===== config.mk =====
export PLATFORM = sky130hd
export DESIGN_NAME = ir_remote_frame_sender_core
export DESIGN_NICKNAME = d
export VERILOG_FILES = /design/src/hdl/irfs_pkg.sv /design/src/hdl/ir_remote_frame_sender_core.sv /design/src/hdl/irfs_cfg_regs.sv /design/src/hdl/irfs_key_queue.sv /design/src/hdl/irfs_frame_engine.sv /design/src/hdl/irfs_out_buf.sv
export SDC_FILE = /design/constraint.sdc
export NUM_CORES = 1
export LEC_CHECK = 0
export BUFFER_PORTS_ARGS = -buffer_cell sky130_fd_sc_hd__buf_2
export CORE_ASPECT_RATIO = 0.75
export CORE_UTILIZATION = 60
export CTS_CLUSTER_SIZE = 20
export DETAILED_ROUTE_END_ITERATION = 8
export HOLD_SLACK_MARGIN = 0.02
export PLACE_DENSITY_LB_ADDON = 0.2
export SLEW_MARGIN = 5
export SYNTH_ARGS = -nofsm -noshare
export SYNTH_HDL_FRONTEND = slang
export SYNTH_SLANG_ARGS = --single-unit

===== constraint.sdc =====
create_clock -name clk -period 8 [get_ports clk]
set_clock_uncertainty 0.15 [all_clocks]
set_input_delay 0.4 -clock clk [delete_from_list [all_inputs] [get_ports clk]]
set_output_delay 0.4 -clock clk [all_outputs]
set_load 0.01 [all_outputs]

===== src/hdl/irfs_pkg.sv =====
// Shared types, codes and constants of the infrared remote frame sender.
// Holds the key-to-code table, the configuration record and the result record.
// No dependencies.
package irfs_pkg;

	localparam int KEY_W      = 5;
	localparam int CFG_IDX_W  = 3;
	localparam int CFG_DATA_W = 32;
	localparam int IN_DATA_W  = 8;
	localparam int OUT_DATA_W = 16;
	localparam int BIT_CNT_W  = 6;

	// Key codes with a meaning of their own
	localparam logic [KEY_W-1:0] KEY_NONE     = 5'd0;
	localparam logic [KEY_W-1:0] KEY_POWER    = 5'd1;
	localparam logic [KEY_W-1:0] KEY_SELECT   = 5'd5;
	localparam logic [KEY_W-1:0] KEY_VOL_UP   = 5'd11;
	localparam logic [KEY_W-1:0] KEY_VOL_DOWN = 5'd13;
	localparam logic [KEY_W-1:0] KEY_OK       = 5'd15;
	localparam logic [KEY_W-1:0] KEY_MIN      = 5'd1;
	localparam logic [KEY_W-1:0] KEY_MAX      = 5'd24;

	// Bits in one frame and long waits after the power frame, less one
	localparam logic [BIT_CNT_W-1:0] FRAME_BITS      = 6'd32;
	localparam logic [3:0]           POWER_ON_WAITS  = 4'd10;
	localparam logic [3:0]           POWER_OFF_WAITS = 4'd3;

	// Configuration register indexes
	localparam logic [CFG_IDX_W-1:0] CFG_DEVICE_ADDRESS  = 3'd0;
	localparam logic [CFG_IDX_W-1:0] CFG_VOLUME_LIMIT    = 3'd1;
	localparam logic [CFG_IDX_W-1:0] CFG_HOME_VOLUME     = 3'd2;
	localparam logic [CFG_IDX_W-1:0] CFG_UNIT_TICKS      = 3'd3;
	localparam logic [CFG_IDX_W-1:0] CFG_LONG_WAIT_TICKS = 3'd4;
	localparam logic [CFG_IDX_W-1:0] CFG_GAP_TICKS       = 3'd5;

	localparam logic [7:0] VOLUME_RESET = 8'd10;

	typedef struct packed {
		logic [15:0] device_address;
		logic [7:0]  volume_limit;
		logic [7:0]  home_volume;
		logic [15:0] unit_ticks;
		logic [31:0] long_wait_ticks;
		logic [31:0] gap_ticks;
	} irfs_cfg_t;

	localparam irfs_cfg_t CFG_RESET = '{
		device_address:  16'h40BE,
		volume_limit:    8'd80,
		home_volume:     8'd10,
		unit_ticks:      16'd2813,
		long_wait_ticks: 32'd5000000,
		gap_ticks:       32'd1000000
	};

	// Queue commands from the engine
	typedef struct packed {
		logic             push;
		logic             pop;
		logic             clear;
		logic [KEY_W-1:0] key;
	} irfs_qctrl_t;

	// Queue status towards the engine
	typedef struct packed {
		logic             nonempty;
		logic             full;
		logic [KEY_W-1:0] head;
	} irfs_qstat_t;

	// Result item, packed lowest field in the lowest bit
	typedef struct packed {
		logic       power_state;
		logic [7:0] volume_level;
		logic       accepted;
		logic       busy_res;
		logic       carrier_on;
	} irfs_result_t;

	// Lower 16 bits of the frame for each key
	function automatic logic [15:0] irfs_key_word(input logic [KEY_W-1:0] key);
		logic [15:0] w;
		unique case (key)
			5'd1:    w = 16'h629D;
			5'd2:    w = 16'h32CD;
			5'd3:    w = 16'hA25D;
			5'd4:    w = 16'hD22D;
			5'd5:    w = 16'h52AD;
			5'd6:    w = 16'h12ED;
			5'd7:    w = 16'h728D;
			5'd8:    w = 16'h926D;
			5'd9:    w = 16'hB24D;
			5'd10:   w = 16'hB04F;
			5'd11:   w = 16'hF00F;
			5'd12:   w = 16'h30CF;
			5'd13:   w = 16'h5AA5;
			5'd14:   w = 16'h9867;
			5'd15:   w = 16'h807F;
			5'd16:   w = 16'h40BF;
			5'd17:   w = 16'hC03F;
			5'd18:   w = 16'h20DF;
			5'd19:   w = 16'hA05F;
			5'd20:   w = 16'h609F;
			5'd21:   w = 16'hE01F;
			5'd22:   w = 16'h10EF;
			5'd23:   w = 16'h906F;
			5'd24:   w = 16'h00FF;
			default: w = 16'h0000;
		endcase
		return w;
	endfunction

endpackage


===== src/hdl/ir_remote_frame_sender_core.sv =====
// NEC infrared remote transmitter: key queue, frame engine and power macros.
// Instantiates irfs_cfg_regs, irfs_key_queue, irfs_frame_engine, irfs_out_buf.
//
// One input transfer is either a timer tick (s_tuser = 0) or a key request
// (s_tuser = 1, key 1 to 24 in s_tdata). Every transfer is processed in the
// cycle it is accepted and yields exactly one result transfer, registered
// and presented on m_tdata, or held in the skid stage while m_tready is low.
// Throughput is one item per clock until the skid stage fills: the frame
// engine updates its whole state per item, and s_tready stays high while
// one result waits on the output. There is no clearing pass after reset.
// Configuration writes are always taken (cfg_ready is tied high) and should
// only be issued while no frame, wait or macro is running.
module ir_remote_frame_sender_core #(
	parameter int QUEUE_DEPTH = 8
) (
	input  logic                                clk,
	input  logic                                arst_n,
	// input stream
	input  logic                                s_tvalid,
	output logic                                s_tready,
	input  logic [irfs_pkg::IN_DATA_W-1:0]      s_tdata,   // [4:0] key_code
	input  logic                                s_tuser,   // [0] cmd
	// result stream
	output logic                                m_tvalid,
	input  logic                                m_tready,
	// [0] carrier_on, [1] busy_res, [2] accepted, [10:3] volume_level,
	// [11] power_state
	output logic [irfs_pkg::OUT_DATA_W-1:0]     m_tdata,
	// configuration writes
	input  logic                                cfg_valid,
	output logic                                cfg_ready,
	input  logic [irfs_pkg::CFG_IDX_W-1:0]      cfg_index,
	input  logic [irfs_pkg::CFG_DATA_W-1:0]     cfg_data
);

	localparam int RES_W = $bits(irfs_pkg::irfs_result_t);

	irfs_pkg::irfs_cfg_t    cfg;
	irfs_pkg::irfs_qctrl_t  qctrl;
	irfs_pkg::irfs_qstat_t  qstat;
	irfs_pkg::irfs_result_t result, out_res;
	logic                   accept;

	assign cfg_ready = 1'b1;
	assign accept    = s_tvalid && s_tready;

	irfs_cfg_regs u_cfg (
		.clk      (clk),
		.arst_n   (arst_n),
		.wr_en    (cfg_valid && cfg_ready),
		.wr_index (cfg_index),
		.wr_data  (cfg_data),
		.cfg      (cfg)
	);

	irfs_key_queue #(
		.QUEUE_DEPTH (QUEUE_DEPTH)
	) u_queue (
		.clk    (clk),
		.arst_n (arst_n),
		.ctrl   (qctrl),
		.stat   (qstat)
	);

	irfs_frame_engine u_engine (
		.clk      (clk),
		.arst_n   (arst_n),
		.accept   (accept),
		.cmd      (s_tuser),
		.key_code (s_tdata[irfs_pkg::KEY_W-1:0]),
		.cfg      (cfg),
		.qstat    (qstat),
		.qctrl    (qctrl),
		.result   (result)
	);

	irfs_out_buf u_out (
		.clk       (clk),
		.arst_n    (arst_n),
		.in_valid  (accept),
		.in_data   (result),
		.in_ready  (s_tready),
		.out_valid (m_tvalid),
		.out_ready (m_tready),
		.out_data  (out_res)
	);

	// Pad the result record to whole bytes
	assign m_tdata = {{(irfs_pkg::OUT_DATA_W - RES_W){1'b0}}, out_res};

endmodule


===== src/hdl/irfs_cfg_regs.sv =====
// Configuration register bank of the infrared remote frame sender.
// Decodes register writes into the configuration record; uses irfs_pkg.
module irfs_cfg_regs (
	input  logic                                clk,
	input  logic                                arst_n,
	input  logic                                wr_en,
	input  logic [irfs_pkg::CFG_IDX_W-1:0]      wr_index,
	input  logic [irfs_pkg::CFG_DATA_W-1:0]     wr_data,
	output irfs_pkg::irfs_cfg_t                 cfg
);

	irfs_pkg::irfs_cfg_t cfg_q;

	// Write the addressed register, drop writes beyond the list
	always_ff @(posedge clk or negedge arst_n) begin
		if (!arst_n) begin
			cfg_q <= irfs_pkg::CFG_RESET;
		end else if (wr_en) begin
			unique case (wr_index)
				irfs_pkg::CFG_DEVICE_ADDRESS:  cfg_q.device_address  <= wr_data[15:0];
				irfs_pkg::CFG_VOLUME_LIMIT:    cfg_q.volume_limit    <= wr_data[7:0];
				irfs_pkg::CFG_HOME_VOLUME:     cfg_q.home_volume     <= wr_data[7:0];
				irfs_pkg::CFG_UNIT_TICKS:      cfg_q.unit_ticks      <= wr_data[15:0];
				irfs_pkg::CFG_LONG_WAIT_TICKS: cfg_q.long_wait_ticks <= wr_data;
				irfs_pkg::CFG_GAP_TICKS:       cfg_q.gap_ticks       <= wr_data;
				default: ;
			endcase
		end
	end

	assign cfg = cfg_q;

endmodule


===== src/hdl/irfs_key_queue.sv =====
// Key request queue of the infrared remote frame sender: a shift line with
// a fill count, head at entry 0. Uses irfs_pkg.
module irfs_key_queue #(
	parameter int QUEUE_DEPTH = 8
) (
	input  logic                  clk,
	input  logic                  arst_n,
	input  irfs_pkg::irfs_qctrl_t ctrl,
	output irfs_pkg::irfs_qstat_t stat
);

	localparam int CNT_W = $clog2(QUEUE_DEPTH + 1);

	logic [irfs_pkg::KEY_W-1:0] entry_q [QUEUE_DEPTH];
	logic [CNT_W-1:0]           count_q;

	// Track the fill level
	always_ff @(posedge clk or negedge arst_n) begin
		if (!arst_n) begin
			count_q <= '0;
		end else if (ctrl.clear) begin
			count_q <= '0;
		end else if (ctrl.push) begin
			count_q <= count_q + CNT_W'(1);
		end else if (ctrl.pop && count_q != '0) begin
			count_q <= count_q - CNT_W'(1);
		end
	end

	// Shift towards the head on pop, write the tail slot on push
	for (genvar g = 0; g < QUEUE_DEPTH; g++) begin : g_entry
		always_ff @(posedge clk) begin
			if (ctrl.pop) begin
				if (g < QUEUE_DEPTH - 1) begin
					entry_q[g] <= entry_q[(g < QUEUE_DEPTH - 1) ? g + 1 : g];
				end
			end else if (ctrl.push && count_q == CNT_W'(g)) begin
				entry_q[g] <= ctrl.key;
			end
		end
	end

	assign stat.nonempty = (count_q != '0);
	assign stat.full     = (count_q == CNT_W'(QUEUE_DEPTH));
	assign stat.head     = entry_q[0];

	a_count_bound: assert property (@(posedge clk) disable iff (!arst_n)
		count_q <= CNT_W'(QUEUE_DEPTH))
		else $error("key queue fill count beyond depth");

	a_push_alone: assert property (@(posedge clk) disable iff (!arst_n)
		ctrl.push |-> !ctrl.pop && !ctrl.clear && !stat.full)
		else $error("key queue push together with pop, clear or when full");

endmodule


===== src/hdl/irfs_frame_engine.sv =====
// Frame engine of the infrared remote frame sender: segment timing, bit
// shifting, volume tracking and power macros, one item per cycle.
// Uses irfs_pkg; drives the key queue through irfs_qctrl_t.
module irfs_frame_engine (
	input  logic                            clk,
	input  logic                            arst_n,
	input  logic                            accept,
	input  logic                            cmd,
	input  logic [irfs_pkg::KEY_W-1:0]      key_code,
	input  irfs_pkg::irfs_cfg_t             cfg,
	input  irfs_pkg::irfs_qstat_t           qstat,
	output irfs_pkg::irfs_qctrl_t           qctrl,
	output irfs_pkg::irfs_result_t          result
);

	typedef enum logic [2:0] {
		PH_IDLE   = 3'd0,
		PH_LEADER = 3'd1,
		PH_LSPACE = 3'd2,
		PH_BMARK  = 3'd3,
		PH_BSPACE = 3'd4,
		PH_STOP   = 3'd5,
		PH_LWAIT  = 3'd6,
		PH_GAP    = 3'd7
	} phase_t;

	typedef enum logic [2:0] {
		MAC_NONE    = 3'd0,
		MAC_POWER   = 3'd1,
		MAC_VOLUME  = 3'd2,
		MAC_CONFIRM = 3'd3,
		MAC_SELECT  = 3'd4
	} mac_t;

	phase_t                         phase_q, phase_d;
	mac_t                           mac_q, mac_d, mac_cur;
	logic [31:0]                    tick_q, tick_d, tick_inc, seg_len;
	logic [irfs_pkg::BIT_CNT_W-1:0] bit_q, bit_d, bit_inc;
	logic [31:0]                    shift_q, shift_d;
	logic [7:0]                     vol_q, vol_d;
	logic                           power_q, power_d;
	logic [3:0]                     wait_q, wait_d;
	logic                           acc, start, send, run_macro;
	logic [irfs_pkg::KEY_W-1:0]     start_key;

	// Length of the current segment in ticks
	always_comb begin
		unique case (phase_q)
			PH_LEADER: seg_len = {12'b0, cfg.unit_ticks, 4'b0};
			PH_LSPACE: seg_len = {13'b0, cfg.unit_ticks, 3'b0};
			PH_BSPACE: seg_len = shift_q[31] ?
				({16'b0, cfg.unit_ticks} + {15'b0, cfg.unit_ticks, 1'b0}) :
				{16'b0, cfg.unit_ticks};
			PH_LWAIT:  seg_len = cfg.long_wait_ticks;
			PH_GAP:    seg_len = cfg.gap_ticks;
			default:   seg_len = {16'b0, cfg.unit_ticks};
		endcase
	end

	assign tick_inc = tick_q + 32'd1;
	assign bit_inc  = bit_q + irfs_pkg::BIT_CNT_W'(1);

	// Next state for one accepted item
	always_comb begin
		phase_d   = phase_q;
		mac_d     = mac_q;
		mac_cur   = mac_q;
		tick_d    = tick_q;
		bit_d     = bit_q;
		shift_d   = shift_q;
		vol_d     = vol_q;
		power_d   = power_q;
		wait_d    = wait_q;
		qctrl     = '0;
		qctrl.key = key_code;
		acc       = 1'b0;
		start     = 1'b0;
		send      = 1'b1;
		run_macro = 1'b0;
		start_key = irfs_pkg::KEY_NONE;

		if (accept) begin
			if (cmd) begin
				// Enqueue a valid key unless a macro runs or the queue is full
				if (key_code >= irfs_pkg::KEY_MIN && key_code <= irfs_pkg::KEY_MAX &&
				    mac_q == MAC_NONE && !qstat.full) begin
					qctrl.push = 1'b1;
					acc        = 1'b1;
				end
			end else if (phase_q == PH_IDLE) begin
				// Dispatch the oldest key
				if (qstat.nonempty) begin
					if (qstat.head == irfs_pkg::KEY_POWER) begin
						if (!power_q) begin
							mac_d     = MAC_POWER;
							power_d   = 1'b1;
							wait_d    = irfs_pkg::POWER_ON_WAITS;
							qctrl.pop = 1'b1;
							start     = 1'b1;
							start_key = irfs_pkg::KEY_POWER;
						end else begin
							qctrl.clear = 1'b1;
							run_macro   = 1'b1;
							mac_cur     = MAC_VOLUME;
						end
					end else begin
						if (power_q && qstat.head == irfs_pkg::KEY_VOL_UP) begin
							if (vol_q < cfg.volume_limit) begin
								vol_d = vol_q + 8'd1;
							end else begin
								send = 1'b0;
							end
						end else if (power_q && qstat.head == irfs_pkg::KEY_VOL_DOWN) begin
							if (vol_q != 8'd0) begin
								vol_d = vol_q - 8'd1;
							end else begin
								send = 1'b0;
							end
						end
						qctrl.pop = 1'b1;
						start     = send;
						start_key = qstat.head;
					end
				end
			end else if (tick_inc >= seg_len) begin
				// End of segment: advance the phase, count down a long wait or run the next macro step
				tick_d = '0;
				unique case (phase_q)
					PH_IDLE: ;
					PH_LEADER: phase_d = PH_LSPACE;
					PH_LSPACE: begin
						phase_d = PH_BMARK;
						bit_d   = '0;
					end
					PH_BMARK: phase_d = PH_BSPACE;
					PH_BSPACE: begin
						shift_d = {shift_q[30:0], 1'b0};
						bit_d   = bit_inc;
						phase_d = (bit_inc >= irfs_pkg::FRAME_BITS) ? PH_STOP : PH_BMARK;
					end
					PH_STOP: begin
						bit_d = '0;
						if (mac_q == MAC_NONE) begin
							phase_d = PH_IDLE;
						end else if (mac_q == MAC_POWER) begin
							phase_d = PH_LWAIT;
						end else begin
							phase_d = PH_GAP;
						end
					end
					PH_LWAIT: begin
						if (wait_q != 4'd0) begin
							wait_d = wait_q - 4'd1;
						end else begin
							mac_d   = MAC_NONE;
							phase_d = PH_IDLE;
						end
					end
					PH_GAP: run_macro = 1'b1;
				endcase
			end else begin
				tick_d = tick_inc;
			end
		end

		// Power-off macro: step the volume home, then OK, select, power
		if (run_macro) begin
			mac_d = mac_cur;
			start = 1'b1;
			if (mac_cur == MAC_VOLUME) begin
				if (vol_q < cfg.home_volume) begin
					vol_d     = vol_q + 8'd1;
					start_key = irfs_pkg::KEY_VOL_UP;
				end else if (vol_q > cfg.home_volume) begin
					vol_d     = vol_q - 8'd1;
					start_key = irfs_pkg::KEY_VOL_DOWN;
				end else begin
					mac_d     = MAC_CONFIRM;
					start_key = irfs_pkg::KEY_OK;
				end
			end else if (mac_cur == MAC_CONFIRM) begin
				mac_d     = MAC_SELECT;
				start_key = irfs_pkg::KEY_SELECT;
			end else begin
				mac_d     = MAC_POWER;
				power_d   = 1'b0;
				wait_d    = irfs_pkg::POWER_OFF_WAITS;
				start_key = irfs_pkg::KEY_POWER;
			end
		end

		// Load a fresh frame: address high, key word low
		if (start) begin
			shift_d = {cfg.device_address, irfs_pkg::irfs_key_word(start_key)};
			bit_d   = '0;
			tick_d  = '0;
			phase_d = PH_LEADER;
		end
	end

	// Hold the engine state
	always_ff @(posedge clk or negedge arst_n) begin
		if (!arst_n) begin
			phase_q <= PH_IDLE;
			mac_q   <= MAC_NONE;
			tick_q  <= '0;
			bit_q   <= '0;
			shift_q <= '0;
			vol_q   <= irfs_pkg::VOLUME_RESET;
			power_q <= 1'b0;
			wait_q  <= '0;
		end else begin
			phase_q <= phase_d;
			mac_q   <= mac_d;
			tick_q  <= tick_d;
			bit_q   <= bit_d;
			shift_q <= shift_d;
			vol_q   <= vol_d;
			power_q <= power_d;
			wait_q  <= wait_d;
		end
	end

	// Result seen after this item
	assign result.carrier_on   = (phase_d == PH_LEADER) || (phase_d == PH_BMARK) ||
	                             (phase_d == PH_STOP);
	assign result.busy_res     = (phase_d != PH_IDLE);
	assign result.accepted     = acc;
	assign result.volume_level = vol_d;
	assign result.power_state  = power_d;

	a_idle_no_macro: assert property (@(posedge clk) disable iff (!arst_n)
		(phase_q == PH_IDLE) |-> (mac_q == MAC_NONE))
		else $error("engine idle with a macro still active");

	a_bit_bound: assert property (@(posedge clk) disable iff (!arst_n)
		bit_q <= irfs_pkg::FRAME_BITS)
		else $error("bit counter past end of frame");

	a_power_edge: assert property (@(posedge clk) disable iff (!arst_n)
		!$stable(power_q) |-> (mac_q == MAC_POWER) && (phase_q == PH_LEADER))
		else $error("power state changed outside a power frame start");

endmodule


===== src/hdl/irfs_out_buf.sv =====
// Two-deep result buffer of the infrared remote frame sender: an output
// register with a skid stage behind it. Uses irfs_pkg.
module irfs_out_buf (
	input  logic                   clk,
	input  logic                   arst_n,
	input  logic                   in_valid,
	input  irfs_pkg::irfs_result_t in_data,
	output logic                   in_ready,
	output logic                   out_valid,
	input  logic                   out_ready,
	output irfs_pkg::irfs_result_t out_data
);

	logic                   main_v_q, skid_v_q;
	irfs_pkg::irfs_result_t main_q, skid_q;

	// Advance valid flags: refill the output from skid first, else from input
	always_ff @(posedge clk or negedge arst_n) begin
		if (!arst_n) begin
			main_v_q <= 1'b0;
			skid_v_q <= 1'b0;
		end else if (!main_v_q || out_ready) begin
			if (skid_v_q) begin
				skid_v_q <= 1'b0;
			end else begin
				main_v_q <= in_valid;
			end
		end else if (in_valid) begin
			skid_v_q <= 1'b1;
		end
	end

	// Move payload alongside the flags
	always_ff @(posedge clk) begin
		if (!main_v_q || out_ready) begin
			if (skid_v_q) begin
				main_q <= skid_q;
			end else if (in_valid) begin
				main_q <= in_data;
			end
		end else if (in_valid) begin
			skid_q <= in_data;
		end
	end

	assign in_ready  = !skid_v_q;
	assign out_valid = main_v_q;
	assign out_data  = main_q;

	a_skid_behind_main: assert property (@(posedge clk) disable iff (!arst_n)
		skid_v_q |-> main_v_q)
		else $error("skid stage holds a result while output register is empty");

endmodule

==> impl_results.md <==
- Status: finished with violations
- Failing checks: DRC
- DRT antenna net count: 0
- Worst IR drop on VDD: 0.2052 mV
- DP HPWL: 27.82 mm
- Fin nets: 1769
- Multiplexer share of the synthesized area: 0.1224
- Post-synthesis sequential area ratio: 0.4498
- Cells after synthesis: 1571
- Worst R2R Setup Slack: 1.15 ns
- Placed cell count: 1921
- Number of synthesized register bits: approximately 270
- Yosys warns: 0
- Layout cells sized above 1: 0.2070
- Ordered list of cells on the worst path: ha_1, inv_1, fa_1, nor2b_1, o21ai_0, a21boi_0, o211ai_1, a21oi_1, nor3_1, o31ai_1, a31oi_1, ha_1, nand4_1, nor4_1, o211ai_1, a21oi_2, o211ai_1, o21ai_1, inv_1, ha_1, a21oi_1, mux2i_1, a311o_1
- Final Cycle Share: 0.8558
- Synth area leaders: dfrtp_1, edfxtp_1, mux2_2, ha_1, dfstp_2
- CP max stage cell: o21ai_1
- Max Cap Viol: 0
- Hold Path Class: in2reg
- Final hold violations: 0
- Overflow after GRT: 0
- Vias/cell: 6.370
- Core ar.: 25970 um2
- LEAKAGE: 7.578 nW
- Critical path endpoint category: flop
- Iter 0 DRT Violations: approximately 1300
- PortBufs: 59
- Yosys top cell area share: 0.2677
- Top_reg_cell synth: dfrtp_1
- Largest family of logic cells by synthesized area: compound AO/OA/AOI/OAI gates
- Fin cells: 2006
- Simple-Gate Fraction of Synth Area: 0.1491
- CP required: 8.29 ns
- FILL cells: approximately 2000
- Total CTS buffers: 28
- Worst slew margin: 0.2751
- Die X: ~190 um
- Most frequent cells in the layout: nand2_1, dfrtp_1, mux2_2
- Synth Area in Compound Gates: 0.1546
- Crit path launch type: flop
- FP Rows: 51
- IO Pins: 68
- CTS HTree Levels: 1
- Antenna violations before repair: 1
- Unrepaired setup endpoints after global routing: false
- Clk slew on worst S/H paths: approximately 0.060 ns
- Vias in the first global route: roughly 12000
- Slowest cell delay on critical path: 0.72 ns
- Largest area contributor in the netlist: dfrtp_1
- Average cell area after synthesis: 10.11 um2
- Overall die height: 142.9 um
- Setup CP Type: reg2reg
- CP Buf/Inv Count: 2
- First-pass DRT Iterations: 9
- CTS root buf: clkbuf_16
- First-pass GRT wire length: 65.69 mm
- GPL Wtd Cong: 0.9291
- Slew Limit Fails: 0
- Vias: 12780
- Area Overhead vs Synth: 11.89%
- Synth Area in Adders: 0.06346
- CTS tree: done
- PwrDens: 260.8 nW/um2
- Critical path's top delay family: compound AO/OA/AOI/OAI gates
- Ys async rst share: 0.7638
- Commonest non-fill, non-tap cell in the layout: nand2_1
- Max FO, Critical Path: 11
- Synth Area in XOR/XNOR: 0.02811
- Setup_tns: 0 ns
- Initial core utilization: 0.6118
- N_diodes: 0
- Post-synth EDFFs: between 60 and 70
- Netlist cell types: 85
- CTS sink count: 271
- Clk buf depth: 3
- Fin Hold WS: 0.04515 ns
- Largest net degree at the start of global routing: 77
- Setup Viol. Count Final: 0
- Arrival time worst endpoint: 7.14 ns
- Die area: 27150 um2
- Post-DR wirelength/cell: 20.17 um
- Worst-Margin Slew: 1.087 ns
- Worst-Skew Late Latency: approximately 0.57 ns
- Post-Syn Area: around 16000 um2
- Fmax: roughly 0.15 GHz
- Tmin final: just under 7 ns
- Detailed-route DRC error count: 2
- Total Routing Usage GR: 0.3033
- Final WL: between 40 and 50 mm
==> cells in the mapped netlist (12+ instances only) <==
library cell  instances
o22ai_1              26
nand2b_1             16
dfrtp_1             170
nor3_1               26
nand2_1             185
ha_1                 79
a21o_1               12
xor2_1               24
and3_1               15
mux2i_1              21
a22oi_1              16
o21ai_1              33
a22o_1               24
nand4_1              15
a31oi_1              26
nand3_1              48
clkbuf_1             55
mux2_2              154
inv_1                47
a221oi_1             12
dfstp_2              37
a21oi_1              73
xnor2_1              27
nor2_1              107
edfxtp_1             64
o21ai_0              77
==> state kept, by name (all words and copies together) (netlist names), 3 cells and up <==
signal,flops
u_queue.count_q,4
u_cfg.cfg,112
u_engine.phase_q,3
u_engine.tick_q,32
u_queue.entry_q,40
u_out.out_data,12
u_engine.shift_q,32
u_out.skid_q,12
u_engine.bit_q,6
u_engine.wait_q,4
u_engine.vol_q,8
u_engine.mac_q,3
==> power breakdown <==
part	switching, W	internal [W]
Clock	0.000571	0.000814
Sequential	0.000217	0.00170
Combinational	0.000757	0.000581
Total	0.00154	0.00309
==> timing repair <==
item | CTS | global route
hold buffers | 33 | 0
gates resized for setup | 0 | 0
hold endpoints to repair | 119 | 0
setup buffers | 0 | 0
==> logic make-up after synthesis <==
group,after synthesis
and+or+nand+nor,492
adders and majority gates,80
DFF,271
buffers and inverters,124
muxes,175
xor gates and xnor gates,51
AOI/OAI and AO/OA,376
other,2
==> worst register-to-register path: stages (launching register included) <==
cell and delay (ns):
dfstp_2 0.55, ha_1 0.17, inv_1 0.06, fa_1 0.38
nor2b_1 0.15, o21ai_0 0.11, a21boi_0 0.34, o211ai_1 0.16
a21oi_1 0.22, nor3_1 0.12, o31ai_1 0.47, a31oi_1 0.21
ha_1 0.35, nand4_1 0.12, nor4_1 0.54, o211ai_1 0.25
a21oi_2 0.33, o211ai_1 0.27, o21ai_1 0.72, inv_1 0.20
ha_1 0.30, a21oi_1 0.14, mux2i_1 0.08, a311o_1 0.36
==> metal layers <==
layer | vias to the layer above | wire length, um | track usage
li1 | 5942 | - | -
met1 | 6292 | 19200 | 0.4692
met2 | 491 | 17500 | 0.4462
met3 | 51 | 3107 | 0.04743
met4 | 2 | 650 | 0.06197
met5 | - | 8 | 0
==> path summary, 6_finish.rpt <==
kind                                             end  cells past startpoint           startpoint
worst max register to register  u_engine.shift_q[14]                     23        u_cfg.cfg[64]
worst min-delay path                   u_cfg.cfg[92]                      3          cfg_data[4]
min in group asynchronous             u_cfg.cfg[107]                      2               arst_n
worst min register to register   u_engine.shift_q[0]                      2  u_engine.shift_q[0]
worst max-delay path            u_engine.shift_q[14]                     23        u_cfg.cfg[64]
max in group asynchronous          u_engine.bit_q[2]                      3               arst_n
==> area by class of cell <==
class	count	area, um2	area share
Multi-Input combinational cell	1179	8262	0.4647
Timing Repair Buffer	112	784.5	0.04412
Clock buffer	31	721.9	0.04061
Inverter	48	180.2	0.01013
Tap cell	344	430.4	0.02421
Sequential cell	271	7148	0.4020
Clock inverter	21	252.7	0.01422
==> metrics by stage <==
| step | cell area [um2] | util | total power, W | worst slack [ns] |
|---|---|---|---|---|
| finish | 17780 | 0.6846 | 0.004636 | 1.154 |
| global placement | 16470 | 0.6343 | 0.003168 | 1.552 |
| detailed placement | 16470 | 0.6343 | 0.003225 | 1.335 |
| global route | 17780 | 0.6846 | 0.004885 | 0.5577 |
| floorplan | 15900 | - | 0.002839 | 2.774 |
| CTS | 17780 | 0.6846 | 0.004634 | 1.337 |
No activity file was read; power rests on OpenSTA's default activity.
